## config.mk

```make
export PLATFORM = sky130hd
export DESIGN_NAME = packed_matrix_diag_equilibration_top_flat
export DESIGN_NICKNAME = d
export VERILOG_FILES = /design/src/design/pmde_pkg.sv /design/src/design/pmde_if.sv /design/src/design/pmde_ram.sv /design/src/design/pmde_dsq.sv /design/src/design/packed_matrix_diag_equilibration_top.sv /design/src/flat_wrapper.sv
export VERILOG_INCLUDE_DIRS = /design/src /design/src/design
export SDC_FILE = /design/constraint.sdc
export NUM_CORES = 2
export LEC_CHECK = 0
export ABC_CLOCK_PERIOD_IN_PS = 16300
export BUFFER_PORTS_ARGS = -buffer_cell sky130_fd_sc_hd__buf_2
export CAP_MARGIN = 15
export CORE_MARGIN = 8
export CORE_UTILIZATION = 62
export DETAILED_ROUTE_END_ITERATION = 10
export PLACE_DENSITY = 0.79
export SKIP_LAST_GASP = 1
export SLEW_MARGIN = 0
export SYNTH_ARGS = -nofsm -noshare
export SYNTH_HDL_FRONTEND = slang
export SYNTH_SLANG_ARGS = --single-unit
```

## constraint.sdc

```tcl
create_clock -name clk -period 16.3 [get_ports clk]
set_clock_uncertainty 0.15 [all_clocks]
set_input_delay 3.26 -clock clk [delete_from_list [all_inputs] [get_ports clk]]
set_output_delay 3.26 -clock clk [all_outputs]
set_load 0.005 [all_outputs]
```

## src/design/packed_matrix_diag_equilibration_top_assert.svh

```systemverilog
// Assertion macros shared by the equilibration block.
`ifndef PACKED_MATRIX_DIAG_EQUILIBRATION_TOP_ASSERT_SVH
`define PACKED_MATRIX_DIAG_EQUILIBRATION_TOP_ASSERT_SVH
`ifndef SYNTH
// Property checked on every rising clk edge outside reset.
`define PMDE_ASSERT(lbl, prop, msg) \
	lbl: assert property (@(posedge clk) disable iff (!arst_n) (prop)) else $error(msg);
// Condition that must never hold outside reset.
`define PMDE_NEVER(lbl, cond, msg) \
	lbl: assert property (@(posedge clk) disable iff (!arst_n) !(cond)) else $error(msg);
`else
`define PMDE_ASSERT(lbl, prop, msg)
`define PMDE_NEVER(lbl, cond, msg)
`endif
`endif

```

## src/design/pmde_pkg.sv

```systemverilog
// Types and constants of the packed matrix diagonal equilibration block.
`default_nettype none
package pmde_pkg;
	localparam int NumW = 64;
	localparam int DenW = 32;
	localparam int RootW = 32;
	localparam int ValW = 32;
	localparam int ScaleW = 24;
	localparam int RatioW = 17;
	localparam int IdxW = 5;

	// Configuration register indexes.
	localparam logic CfgTriangle = 1'b0;
	localparam logic CfgOrder = 1'b1;

	// Triangle codes.
	localparam logic TriUpper = 1'b0;
	localparam logic TriLower = 1'b1;

	// Request to the divide and square root unit.
	typedef struct packed {
		logic            start;
		logic [NumW-1:0] num;
		logic [DenW-1:0] den;
	} dsq_req_t;

	// Reply from the divide and square root unit.
	typedef struct packed {
		logic             busy;
		logic             done;
		logic [RootW-1:0] root;
	} dsq_rsp_t;
endpackage
`default_nettype wire

```

## src/design/pmde_if.sv

```systemverilog
// Channel interfaces for matrix elements and equilibration results.
`default_nettype none
interface pmde_elem_if;
	logic valid;
	logic ready;
	logic signed [pmde_pkg::ValW-1:0] element_value;
	modport source (output valid, output element_value, input ready);
	modport sink (input valid, input element_value, output ready);
endinterface

interface pmde_res_if;
	logic valid;
	logic ready;
	logic [pmde_pkg::IdxW-1:0] diag_index;
	logic [pmde_pkg::ScaleW-1:0] scale_factor;
	logic [pmde_pkg::RatioW-1:0] scale_ratio;
	logic signed [pmde_pkg::ValW-1:0] largest_diagonal;
	logic status;
	logic [pmde_pkg::IdxW-1:0] bad_index;
	logic last;
	modport source (output valid, output diag_index, output scale_factor, output scale_ratio,
		output largest_diagonal, output status, output bad_index, output last, input ready);
	modport sink (input valid, input diag_index, input scale_factor, input scale_ratio,
		input largest_diagonal, input status, input bad_index, input last, output ready);
endinterface
`default_nettype wire

```

## src/design/pmde_ram.sv

```systemverilog
// Generic single-port-write, single-port-read RAM with registered read data.
`default_nettype none
module pmde_ram #(
	parameter int Width = 32,
	parameter int Depth = 32
) (
	input  wire logic                           clk,
	input  wire logic                           we,
	input  wire logic [$clog2(Depth > 1 ? Depth : 2)-1:0] waddr,
	input  wire logic [Width-1:0]               wdata,
	input  wire logic [$clog2(Depth > 1 ? Depth : 2)-1:0] raddr,
	output logic      [Width-1:0]               rdata
);
	logic [Width-1:0] mem_q [Depth];

	// Write port and registered read port.
	always_ff @(posedge clk) begin
		if (we) begin
			mem_q[waddr] <= wdata;
		end
		rdata <= mem_q[raddr];
	end
endmodule
`default_nettype wire

```

## src/design/pmde_dsq.sv

```systemverilog
// Iterative unit computing floor(sqrt(floor(num / den))), one bit per cycle.
`default_nettype none
module pmde_dsq (
	input  wire logic              clk,
	input  wire logic              arst_n,
	input  wire pmde_pkg::dsq_req_t req,
	output pmde_pkg::dsq_rsp_t     rsp
);
	typedef enum logic [1:0] {S_IDLE, S_DIV, S_SQRT} state_t;

	state_t state_q;
	logic [5:0] cnt_q;
	logic [pmde_pkg::NumW-1:0] nq_q;
	logic [pmde_pkg::DenW-1:0] den_q;
	logic [pmde_pkg::DenW:0] rem_q;
	logic [pmde_pkg::RootW+1:0] sr_q;
	logic [pmde_pkg::RootW-1:0] root_q;
	logic done_q;

	logic [pmde_pkg::DenW:0] rem_sh;
	logic div_ge;
	logic [pmde_pkg::RootW+2:0] sq_rs;
	logic [pmde_pkg::RootW+2:0] sq_trial;
	logic [pmde_pkg::RootW+2:0] sq_diff;
	logic sq_ge;

	// Restoring division step.
	always_comb begin
		rem_sh = {rem_q[pmde_pkg::DenW-1:0], nq_q[pmde_pkg::NumW-1]};
		div_ge = rem_sh >= {1'b0, den_q};
	end

	// Digit-by-digit square root step.
	always_comb begin
		sq_rs = {sr_q[pmde_pkg::RootW:0], nq_q[pmde_pkg::NumW-1 -: 2]};
		sq_trial = {1'b0, root_q, 2'b01};
		sq_diff = sq_rs - sq_trial;
		sq_ge = sq_rs >= sq_trial;
	end

	// Sequencer with its datapath registers.
	always_ff @(posedge clk or negedge arst_n) begin
		if (!arst_n) begin
			state_q <= S_IDLE;
			cnt_q <= '0;
			done_q <= 1'b0;
			nq_q <= '0;
			den_q <= '0;
			rem_q <= '0;
			sr_q <= '0;
			root_q <= '0;
		end else begin
			done_q <= 1'b0;
			case (state_q)
				S_IDLE: begin
					if (req.start) begin
						nq_q <= req.num;
						den_q <= req.den;
						rem_q <= '0;
						cnt_q <= '0;
						state_q <= S_DIV;
					end
				end
				S_DIV: begin
					rem_q <= div_ge ? rem_sh - {1'b0, den_q} : rem_sh;
					nq_q <= {nq_q[pmde_pkg::NumW-2:0], div_ge};
					cnt_q <= cnt_q + 6'd1;
					if (cnt_q == 6'd63) begin
						sr_q <= '0;
						root_q <= '0;
						cnt_q <= '0;
						state_q <= S_SQRT;
					end
				end
				S_SQRT: begin
					sr_q <= sq_ge ? sq_diff[pmde_pkg::RootW+1:0]
						: sq_rs[pmde_pkg::RootW+1:0];
					root_q <= {root_q[pmde_pkg::RootW-2:0], sq_ge};
					nq_q <= {nq_q[pmde_pkg::NumW-3:0], 2'b00};
					cnt_q <= cnt_q + 6'd1;
					if (cnt_q == 6'd31) begin
						done_q <= 1'b1;
						state_q <= S_IDLE;
					end
				end
				default: state_q <= S_IDLE;
			endcase
		end
	end

	assign rsp.busy = state_q != S_IDLE;
	assign rsp.done = done_q;
	assign rsp.root = root_q;
endmodule
`default_nettype wire

```

## src/design/packed_matrix_diag_equilibration_top.sv

```systemverilog
// Top level of the packed symmetric matrix diagonal equilibration block.
// The block takes one packed matrix element per cycle while loading, in column-packed
// order of the upper or lower triangle, stores the diagonal in a small RAM and tracks
// the smallest, largest and first nonpositive diagonal. After the last element it emits
// one error result, or one result per diagonal with its scale 1/sqrt(d). Each result is
// computed by the shared one-bit-a-cycle divide (64 steps) and square root (32 steps)
// unit, and the ratio takes one more such pass before the first result. No element is
// taken while results are being produced.
`default_nettype none
`include "packed_matrix_diag_equilibration_top_assert.svh"
module packed_matrix_diag_equilibration_top #(
	parameter int MAX_ORDER = 32
) (
	input  wire logic       clk,
	input  wire logic       arst_n,
	input  wire logic       cfg_we,
	input  wire logic       cfg_index,
	input  wire logic [5:0] cfg_wdata,
	pmde_elem_if.sink       elem,
	pmde_res_if.source      res
);
	localparam int AW = (MAX_ORDER > 1) ? $clog2(MAX_ORDER) : 1;
	localparam int NW = $clog2(MAX_ORDER + 1);
	localparam int CntW = $clog2(MAX_ORDER * (MAX_ORDER + 1) / 2 + 1);
	localparam int ValW = pmde_pkg::ValW;

	typedef enum logic [2:0] {S_LOAD, S_RATIO, S_RWAIT, S_DREAD, S_DSTART, S_DWAIT, S_OUT}
		state_t;

	state_t state_q;
	logic tri_q;
	logic [5:0] ord_q;
	logic [CntW-1:0] cnt_q;
	logic [CntW-1:0] npos_q;
	logic [NW-1:0] col_q;
	logic signed [ValW-1:0] min_q;
	logic signed [ValW-1:0] max_q;
	logic bad_q;
	logic [pmde_pkg::IdxW-1:0] badpos_q;
	logic [AW-1:0] idx_q;
	logic [pmde_pkg::RatioW-1:0] ratio_q;

	logic o_valid_q;
	logic [pmde_pkg::IdxW-1:0] o_diag_q;
	logic [pmde_pkg::ScaleW-1:0] o_scale_q;
	logic [pmde_pkg::RatioW-1:0] o_ratio_q;
	logic signed [ValW-1:0] o_big_q;
	logic o_status_q;
	logic [pmde_pkg::IdxW-1:0] o_bad_q;
	logic o_last_q;

	logic [NW-1:0] n;
	logic [2*NW-1:0] n_x;
	logic [2*NW-1:0] prod;
	logic [CntW-1:0] total;
	logic in_hs;
	logic is_diag;
	logic last_elem;
	logic signed [ValW-1:0] v;
	logic signed [ValW-1:0] min_n;
	logic signed [ValW-1:0] max_n;
	logic bad_n;
	logic [pmde_pkg::IdxW-1:0] badpos_n;
	logic [CntW-1:0] npos_n;
	logic [ValW-1:0] rdata;
	logic idx_last;
	pmde_pkg::dsq_req_t dsq_req;
	pmde_pkg::dsq_rsp_t dsq_rsp;

	// Effective order, clamped to the supported range, and element total.
	always_comb begin
		if (ord_q == 6'd0) begin
			n = NW'(1);
		end else if ({1'b0, ord_q} > 7'(MAX_ORDER)) begin
			n = NW'(MAX_ORDER);
		end else begin
			n = NW'(ord_q);
		end
		n_x = (2*NW)'(n);
		prod = n_x * (n_x + (2*NW)'(1));
		total = CntW'(prod >> 1);
	end

	// Diagonal detection and running extremes for the incoming element.
	always_comb begin
		in_hs = elem.valid && elem.ready;
		v = elem.element_value;
		is_diag = (cnt_q == npos_q) && (col_q < n);
		last_elem = (cnt_q + CntW'(1)) == total;
		min_n = min_q;
		max_n = max_q;
		bad_n = bad_q;
		badpos_n = badpos_q;
		npos_n = npos_q;
		if (is_diag) begin
			if (col_q == '0) begin
				min_n = v;
				max_n = v;
			end else begin
				if (v < min_q) min_n = v;
				if (v > max_q) max_n = v;
			end
			if (v <= 0 && !bad_q) begin
				bad_n = 1'b1;
				badpos_n = pmde_pkg::IdxW'(col_q);
			end
			if (tri_q == pmde_pkg::TriUpper) begin
				npos_n = npos_q + CntW'(col_q) + CntW'(2);
			end else begin
				npos_n = npos_q + CntW'(n) - CntW'(col_q);
			end
		end
		idx_last = NW'(idx_q) == (n - NW'(1));
	end

	// Requests to the shared divide and square root unit.
	always_comb begin
		dsq_req.start = 1'b0;
		dsq_req.num = {min_q, 32'd0};
		dsq_req.den = max_q;
		if (state_q == S_RATIO) begin
			dsq_req.start = 1'b1;
		end else if (state_q == S_DSTART) begin
			dsq_req.start = 1'b1;
			dsq_req.num = pmde_pkg::NumW'(1) << 48;
			dsq_req.den = rdata;
		end
	end

	pmde_dsq u_dsq (
		.clk    (clk),
		.arst_n (arst_n),
		.req    (dsq_req),
		.rsp    (dsq_rsp)
	);

	pmde_ram #(
		.Width (ValW),
		.Depth (MAX_ORDER)
	) u_diag_ram (
		.clk   (clk),
		.we    (in_hs && is_diag),
		.waddr (AW'(col_q)),
		.wdata (v),
		.raddr (idx_q),
		.rdata (rdata)
	);

	// Control sequencer with configuration, run state and the output register.
	always_ff @(posedge clk or negedge arst_n) begin
		if (!arst_n) begin
			state_q <= S_LOAD;
			tri_q <= pmde_pkg::TriUpper;
			ord_q <= 6'd1;
			cnt_q <= '0;
			npos_q <= '0;
			col_q <= '0;
			min_q <= '0;
			max_q <= '0;
			bad_q <= 1'b0;
			badpos_q <= '0;
			idx_q <= '0;
			ratio_q <= '0;
			o_valid_q <= 1'b0;
			o_diag_q <= '0;
			o_scale_q <= '0;
			o_ratio_q <= '0;
			o_big_q <= '0;
			o_status_q <= 1'b0;
			o_bad_q <= '0;
			o_last_q <= 1'b0;
		end else begin
			case (state_q)
				S_LOAD: begin
					if (cfg_we) begin
						if (cfg_index == pmde_pkg::CfgTriangle) begin
							tri_q <= cfg_wdata[0];
						end else begin
							ord_q <= cfg_wdata;
						end
						cnt_q <= '0;
						npos_q <= '0;
						col_q <= '0;
						min_q <= '0;
						max_q <= '0;
						bad_q <= 1'b0;
						badpos_q <= '0;
					end else if (in_hs) begin
						min_q <= min_n;
						max_q <= max_n;
						bad_q <= bad_n;
						badpos_q <= badpos_n;
						cnt_q <= cnt_q + CntW'(1);
						npos_q <= npos_n;
						if (is_diag) col_q <= col_q + NW'(1);
						if (last_elem) begin
							cnt_q <= '0;
							npos_q <= '0;
							col_q <= '0;
							idx_q <= '0;
							if (bad_n) begin
								o_valid_q <= 1'b1;
								o_diag_q <= '0;
								o_scale_q <= '0;
								o_ratio_q <= '0;
								o_big_q <= max_n;
								o_status_q <= 1'b1;
								o_bad_q <= badpos_n;
								o_last_q <= 1'b1;
								state_q <= S_OUT;
							end else begin
								state_q <= S_RATIO;
							end
						end
					end
				end
				S_RATIO: state_q <= S_RWAIT;
				S_RWAIT: begin
					if (dsq_rsp.done) begin
						ratio_q <= pmde_pkg::RatioW'(dsq_rsp.root);
						state_q <= S_DREAD;
					end
				end
				S_DREAD: state_q <= S_DSTART;
				S_DSTART: state_q <= S_DWAIT;
				S_DWAIT: begin
					if (dsq_rsp.done) begin
						o_valid_q <= 1'b1;
						o_diag_q <= pmde_pkg::IdxW'(idx_q);
						o_scale_q <= (dsq_rsp.root > pmde_pkg::RootW'(24'hFFFFFF)) ? 24'hFFFFFF
							: pmde_pkg::ScaleW'(dsq_rsp.root);
						o_ratio_q <= ratio_q;
						o_big_q <= max_q;
						o_status_q <= 1'b0;
						o_bad_q <= '0;
						o_last_q <= idx_last;
						state_q <= S_OUT;
					end
				end
				S_OUT: begin
					if (res.ready) begin
						o_valid_q <= 1'b0;
						if (o_last_q) begin
							min_q <= '0;
							max_q <= '0;
							bad_q <= 1'b0;
							badpos_q <= '0;
							state_q <= S_LOAD;
						end else begin
							idx_q <= idx_q + AW'(1);
							state_q <= S_DREAD;
						end
					end
				end
				default: state_q <= S_LOAD;
			endcase
		end
	end

	assign elem.ready = state_q == S_LOAD;
	assign res.valid = o_valid_q;
	assign res.diag_index = o_diag_q;
	assign res.scale_factor = o_scale_q;
	assign res.scale_ratio = o_ratio_q;
	assign res.largest_diagonal = o_big_q;
	assign res.status = o_status_q;
	assign res.bad_index = o_bad_q;
	assign res.last = o_last_q;

	// Checks on sequencing between loading, the shared unit and the output.
	`PMDE_NEVER(a_load_while_out, elem.ready && res.valid, "element taken while result pending")
	`PMDE_ASSERT(a_err_is_last, res.valid && res.status |-> res.last, "error result not last")
	`PMDE_NEVER(a_start_busy, dsq_req.start && dsq_rsp.busy, "unit started while busy")
endmodule
`default_nettype wire
```

## src/flat_wrapper.sv

```systemverilog
// flat-port wrapper written by rule: the top's interface ports become plain ports
module packed_matrix_diag_equilibration_top_flat 
#(
	parameter int MAX_ORDER = 32
)
  (clk, arst_n, cfg_we, cfg_index, cfg_wdata, elem_valid, elem_element_value, elem_ready, res_valid, res_diag_index, res_scale_factor, res_scale_ratio, res_largest_diagonal, res_status, res_bad_index, res_last, res_ready);
  pmde_elem_if elem_i ();
  pmde_res_if res_i ();
  input  wire logic clk;
  input  wire logic arst_n;
  input  wire logic cfg_we;
  input  wire logic cfg_index;
  input  wire logic [5:0] cfg_wdata;
  input wire logic [$bits(elem_i.valid)-1:0] elem_valid;
  input wire logic [$bits(elem_i.element_value)-1:0] elem_element_value;
  output wire logic [$bits(elem_i.ready)-1:0] elem_ready;
  output wire logic [$bits(res_i.valid)-1:0] res_valid;
  output wire logic [$bits(res_i.diag_index)-1:0] res_diag_index;
  output wire logic [$bits(res_i.scale_factor)-1:0] res_scale_factor;
  output wire logic [$bits(res_i.scale_ratio)-1:0] res_scale_ratio;
  output wire logic [$bits(res_i.largest_diagonal)-1:0] res_largest_diagonal;
  output wire logic [$bits(res_i.status)-1:0] res_status;
  output wire logic [$bits(res_i.bad_index)-1:0] res_bad_index;
  output wire logic [$bits(res_i.last)-1:0] res_last;
  input wire logic [$bits(res_i.ready)-1:0] res_ready;
  assign elem_i.valid = elem_valid;
  assign elem_i.element_value = elem_element_value;
  assign elem_ready = elem_i.ready;
  assign res_valid = res_i.valid;
  assign res_diag_index = res_i.diag_index;
  assign res_scale_factor = res_i.scale_factor;
  assign res_scale_ratio = res_i.scale_ratio;
  assign res_largest_diagonal = res_i.largest_diagonal;
  assign res_status = res_i.status;
  assign res_bad_index = res_i.bad_index;
  assign res_last = res_i.last;
  assign res_i.ready = res_ready;
  packed_matrix_diag_equilibration_top #(.MAX_ORDER(MAX_ORDER)) u_core (.clk(clk), .arst_n(arst_n), .cfg_we(cfg_we), .cfg_index(cfg_index), .cfg_wdata(cfg_wdata), .elem(elem_i), .res(res_i));
endmodule
```

* Word level (Yosys, flattened, before mapping)
Memory sizes are Yosys's and may differ from the RTL's. A register that Yosys moved wholly into a read port is not among the register bits. Cells that the tools add are included.
Word-level totals: RAM bits 1024, bits in registers 416, memories 1, output and inout bits 87
Cells by class: bitwise logic cells 1, mux-type cells 123, add/subtract/negate cells 12, equal/unequal tests 28, order comparisons 8, reduce and logical (&&, ||, !) cells 33, multiply operators 1
Memory list:
- u_core.u_diag_ram.mem_q | depth 32, width 32, rd ports 1, clocked after memory_dff 1, wr ports 1, line pmde_ram.sv:14 | logic [Width-1:0] mem_q [Depth];
Operators with widths (number):
- 32-bit two-way mux | 20
- 32-bit case mux with 2 select lines | 5
- 64-bit case mux with 3 select lines | 1
- 24-bit two-way mux | 6
- 5-bit two-way mux | 21
- 97-bit two-way mux | 1
- 96-bit two-way mux | 1
- 17-bit two-way mux | 5
- 10-bit two-way mux | 8
- 33-bit two-way mux | 2
- 33-bit case mux with 2 select lines | 1
- 64-bit two-way mux | 1
- 6-bit two-way mux | 8
- 24-bit case mux with 2 select lines | 1
- 5-bit case mux with 2 select lines | 4
- 35-bit by 34-bit greater-or-equal comparator with 1-bit output | 1
- 17-bit case mux with 2 select lines | 1
- 33-bit by 32-bit greater-or-equal comparator with 1-bit output | 1
- 33-bit subtractor | 1
- 32-bit by 24-bit greater-than comparator with 1-bit output, second input constant | 1
- 32-bit greater-than comparator | 1
- 32-bit by 1-bit less-or-equal comparator with 1-bit output, second input constant | 1
- 32-bit less-than comparator | 1
- 32-bit subtractor | 1
- 45 further kinds | 112

* Longest topological paths before layout
depth in word-level cells 11, gate-level depth with buffers 27, depth with buffers taken out 24

* Hierarchy
From an unflattened synthesis, not the netlist that was laid out.
Second synthesis, totals: cell total of the unflattened synthesis 5139, area total of the unflattened synthesis 67477.2 µm²
By module, submodules not included:
- pmde_ram | cells an instance 2260, seq. area each 31390.1 µm², area each 40492.6 µm², instances 1
- packed_matrix_diag_equilibration_top | cells an instance 1426, seq. area each 5356.4 µm², area each 14121.0 µm², instances 1
- pmde_dsq | cells an instance 1453, seq. area each 5054.8 µm², area each 12863.6 µm², instances 1

* Worst setup path after synthesis
OpenSTA, ideal clock, no wires.
path kind input port to flip-flop, start in elem_valid, end mem u_core.u_diag_ram.mem_q[26][0] (enable), cell stages on the path 3, arrival time 5920 ps, setup slack 9769 ps, setup time 461 ps, path through and2_1 -> nand3_1 -> nor3_1
Between the ends: word-level cells in the longest chain between the ends 4
Ends and longest elaborated chain:
- start: declaration | line flat_wrapper.sv:14 | input wire logic [$bits(elem_i.valid)-1:0] elem_valid;
- 1-bit logical AND | line packed_matrix_diag_equilibration_top.sv:86 | in_hs = elem.valid && elem.ready;
- 1-bit logical AND | line packed_matrix_diag_equilibration_top.sv:142 | .we (in_hs && is_diag),
- 1-bit two-way mux | line pmde_ram.sv:18 | if (we) begin
- 1-bit two-way mux (not written as such) | line pmde_ram.sv:19 | mem_q[waddr] <= wdata;
- end: declaration | line pmde_ram.sv:14
Every way passes these cells.

* Final worst setup path
start reg u_core.ord_q[3], end reg u_core.o_scale_q (netlist bit u_core.res.scale_factor[18])
Between the ends: word-level cells in the longest chain between the ends 8, elaborated cells between the ends (all ways) 13, classes of those cells add/sub: 1; mul: 1; order compare: 2; eq/ne: 3; mux: 3; reduce/logical: 3
Ends and longest elaborated chain:
- start: declaration | line packed_matrix_diag_equilibration_top.sv:32 | logic [5:0] ord_q;
- start signal: assignment | line packed_matrix_diag_equilibration_top.sv:179 | ord_q <= cfg_wdata;
- 6-bit greater-than comparator | line packed_matrix_diag_equilibration_top.sv:74 | end else if ({1'b0, ord_q} > 7'(MAX_ORDER)) begin
- 6-bit two-way mux | line packed_matrix_diag_equilibration_top.sv:74
- 6-bit two-way mux (*) | line packed_matrix_diag_equilibration_top.sv:72 | if (ord_q == 6'd0) begin
- 6-bit by 1-bit adder with 7-bit output or 6-bit less-than comparator (tied branches) | line packed_matrix_diag_equilibration_top.sv:80, packed_matrix_diag_equilibration_top.sv:88
- 6-bit by 12-bit multiplier with 11-bit output or 1-bit logical AND (tied branches) | line packed_matrix_diag_equilibration_top.sv:80, packed_matrix_diag_equilibration_top.sv:88
- 10-bit == test or 1-bit two-way mux (tied branches) | line packed_matrix_diag_equilibration_top.sv:89, packed_matrix_diag_equilibration_top.sv:95
- 2-bit inequality test (no line)
- 6-bit AND reduction (no line) (*)
- end signal: assignment | line packed_matrix_diag_equilibration_top.sv:230 | o_scale_q <= (dsq_rsp.root > pmde_pkg::RootW'(24'hFFFFFF)) ? 24'hFFFFFF
- end: declaration | line packed_matrix_diag_equilibration_top.sv:45 | logic [pmde_pkg::ScaleW-1:0] o_scale_q;
Mark *: on every way between the ends. The rest lies on a longest branch, timed or not. A chain may end at the register's enable or synchronous reset.

==> impl_metrics.toml <==
[timing]
hold_viol = 0
setup_viol_count_final = 0
worst_pin_slew_ps = 1120
finalCritPeriodShare_pct = 48.5
max_slew_margin_pct = 25.3
fin_setup_tns_ps = 0
finalWorstSetupSlack_ps = 8390
fmax_mhz = 126
rsz0062_at_grt = "no"
period_needed_ps = 7910
slew_viol_final = 0

[synth]
yosysWarnings = 0
yosys_most_used_dff = "edfxtp_1"
yosysUniqueCellTypes = 81
yosysTopAreaCell = "edfxtp_1"
synth.top_cell.area_share_pct = 47.0
synth-seq-area-share_pct = 63.9
ys_top_cells_by_count = "edfxtp_1 (1024), dfrtp_1 (415), nand2_1 (393)"
synth_cells = 4414
synth-edff-count = 1024
synth_area_mm2 = 0.0654
synth_area_leaders = "edfxtp_1 (47%), dfrtp_1 (16%), mux4_2 (11%), ha_1 (3.8%), nand2_1 (2.3%)"
async_flop_share_pct = 28.3
synth.avg_cell_area_um2 = 14.8
synth.most_common_cell = "edfxtp_1"
synth.ff_latch_count = 1472

[clock_tree]
cts_made_buffers = 145
postCtsSetupRepairBufs = 0
htreeDepth = 4
clock_sinks = 1472
tritoncts = "done"
cts_root_buf = "clkbuf_16"
postCtsHoldBufs = 0
cts_buffer_depth = 3
clk_pin_slew_worst_paths_ps = 60
cts_resized = 0
insertion_delay_ps = 760

[final_layout]
register_area_mm2 = 0.0418
nFillCells = 6650
num-nets-final = 4806
final_layout_size_suffix_gt1_share_pct = 19.1
multiInputGateArea_mm2 = 0.0222
area_delta_synth_final_pct = 11.3

[die]
core_area_mm2 = 0.105
die_w_um = 341
io_pins = 131
start_util_pct = 62.3
die_area_mm2 = 0.116
rows = 119
die_y_um = 341

[global_routing]
first_global_vias = 40138
grt_first_pass_wirelength_mm = 257
grt_start_max_net_pins = 103
antenna_found_initial = 4
gr-total-overflow = 0
grt_usage_pct = 29.3

[critical_path]
crit_type = "reg -> reg"
worstPathArrival_ps = 8340
start_kind = "flip-flop"
critical_path_peak_fanout = 101
cp-end-kind = "flip-flop"
required_ps = 16730

[power]
p_leak_nw = 26.4
p_per_area_mw_per_mm2 = 113
ir_drop_mv = 0.133

[placement]
place_ws_ps = 8490
place_congestion = 0.871
io_buffers = 130
dpl.hpwl_mm = 96.4

[route]
drtAntennaViolNets = 0
via_per_inst = 6.75
wl_mm = 172
drtIter0Drc = 5242
dr.pass1.iters = 11
routedWlPerCell_um = 28.4
via_count = 40851
drc = 1

[min_path]
hold_path_class = "reg -> reg"

[job]
drv_cap = 0

[outcome]
violations = "design-rule violations"
run_status = "complete, but fails checks"
where the power goes:
group / switching [mW] / internal, mW
clock network: 1.47 / 1.98
registers: 0.0562 / 4.07
logic: 0.408 / 0.264
metrics by stage:
stage	cells	util (%)	total power [mW]	hold slack, ps	area (um2)
CTS	6050	69.4	8.26	327	72800
floorplan	4416	-	4.65	304	65400
global placement	5779	64.7	4.84	309	67900
detailed placement	5779	64.7	4.86	315	67900
finish	6052	69.4	8.24	320	72800
global route	6051	69.4	8.49	350	72800
routing by layer:
metal / GRT usage [%] / share of wire (%)
met1: 40.2 / 38
met2: 45.9 / 47
met3: 5.74 / 10
met4: 13.7 / 5.1
met5: 0 / 0.0082
path summary, 6_finish.rpt:
kind,slack (ps),cells past startpoint,from,to
hold reg to reg,320,2,u_core.res.scale_factor[17],u_core.res.scale_factor[17]
hold / removal,320,2,u_core.res.scale_factor[17],u_core.res.scale_factor[17]
setup reg to reg,8390,24,u_core.ord_q[3],u_core.res.scale_factor[18]
min in group asynchronous,2340,1,arst_n,u_core.ord_q[4]
max in group asynchronous,10330,4,arst_n,u_core.max_q[10]
setup / recovery,8390,24,u_core.ord_q[3],u_core.res.scale_factor[18]
flip-flops by register name, indices dropped and copies added (netlist names), 6 cells and up:
| signal | count |
|---|---|
| u_core.u_diag_ram.mem_q | 1024 |
| u_core.u_dsq.nq_q | 64 |
| u_core.u_dsq.sr_q | 33 |
| u_core.max_q | 32 |
| u_core.min_q | 32 |
| u_core.res.largest_diagonal | 32 |
| u_core.u_diag_ram.rdata | 32 |
| u_core.u_dsq.den_q | 32 |
| u_core.u_dsq.rem_q | 32 |
| u_core.u_dsq.root_q | 32 |
| u_core.res.scale_factor | 24 |
| u_core.ratio_q | 17 |
| u_core.res.scale_ratio | 17 |
| u_core.cnt_q | 10 |
| u_core.npos_q | 10 |
| u_core.col_q | 6 |
| u_core.ord_q | 6 |
| u_core.u_dsq.cnt_q | 6 |
area by class of cell:
class,instances,share of cell area [%]
flip-flops and latches,1472,57.4
multi-input cells,2481,30.4
clock buffers,185,5.37
well taps,1391,2.39
repair buffers,221,1.89
clock inverters,86,1.37
inverters,215,1.11
diodes,1,0.00344
worst max-delay path: stages (launching register included):
cell and delay (ps):
dfrtp_1 460, nor4_1 400, nor2_1 130, nor2_1 530, ha_1 280, nand3_1 90
ha_1 380, or3_1 390, fa_1 490, inv_1 40, ha_1 260, inv_1 50
fa_1 520, inv_1 70, fa_1 460, xor2_1 190, xnor2_1 140, or3_1 350
a211oi_1 350, nand3_1 210, o31ai_4 380, nand2_4 470, buf_4 600, nand2_1 190
o21ai_0 110
logic make-up (layout without fill, tap and decap cells):
| family | Yosys count | count (layout) | synth area share (%) |
|---|---|---|---|
| other cells | 2 | 5 | 0.0115 |
| xor+xnor | 105 | 105 | 1.43 |
| fa+ha+maj | 226 | 226 | 4.63 |
| buf+inv | 463 | 707 | 2.70 |
| compound gates | 854 | 854 | 8.65 |
| simple gates | 872 | 872 | 6.02 |
| flops | 1472 | 1472 | 63.9 |
| mux | 420 | 420 | 12.7 |
cell usage in the layout (no fill, tap or decap), types with 25 or more instances in the layout:
cell,Yosys,routed
nor2_4,0,29
ha_1,199,199
xor2_1,29,29
a32oi_1,32,32
nand2_1,393,391
fa_1,27,27
clkbuf_16,0,148
o21ai_0,228,226
o311ai_0,35,35
clkinv_2,0,28
dfxtp_1,32,32
mux4_2,320,320
o21ai_1,67,65
buf_4,0,89
nand4_1,47,47
a21oi_1,154,153
nor3_1,48,43
a211oi_1,35,35
mux2_2,56,56
and2_1,26,25
buf_2,21,129
dfrtp_1,415,410
nand2b_1,27,27
a222oi_1,31,31
nand3_1,78,78
clkbuf_1,209,30
nor2_1,171,140
o31ai_1,27,26
a22o_1,71,70
a21o_1,50,50
xnor2_1,75,75
edfxtp_1,1024,1024
inv_1,215,215
mux2i_1,44,44
Power figures use the tool's default switching activity.
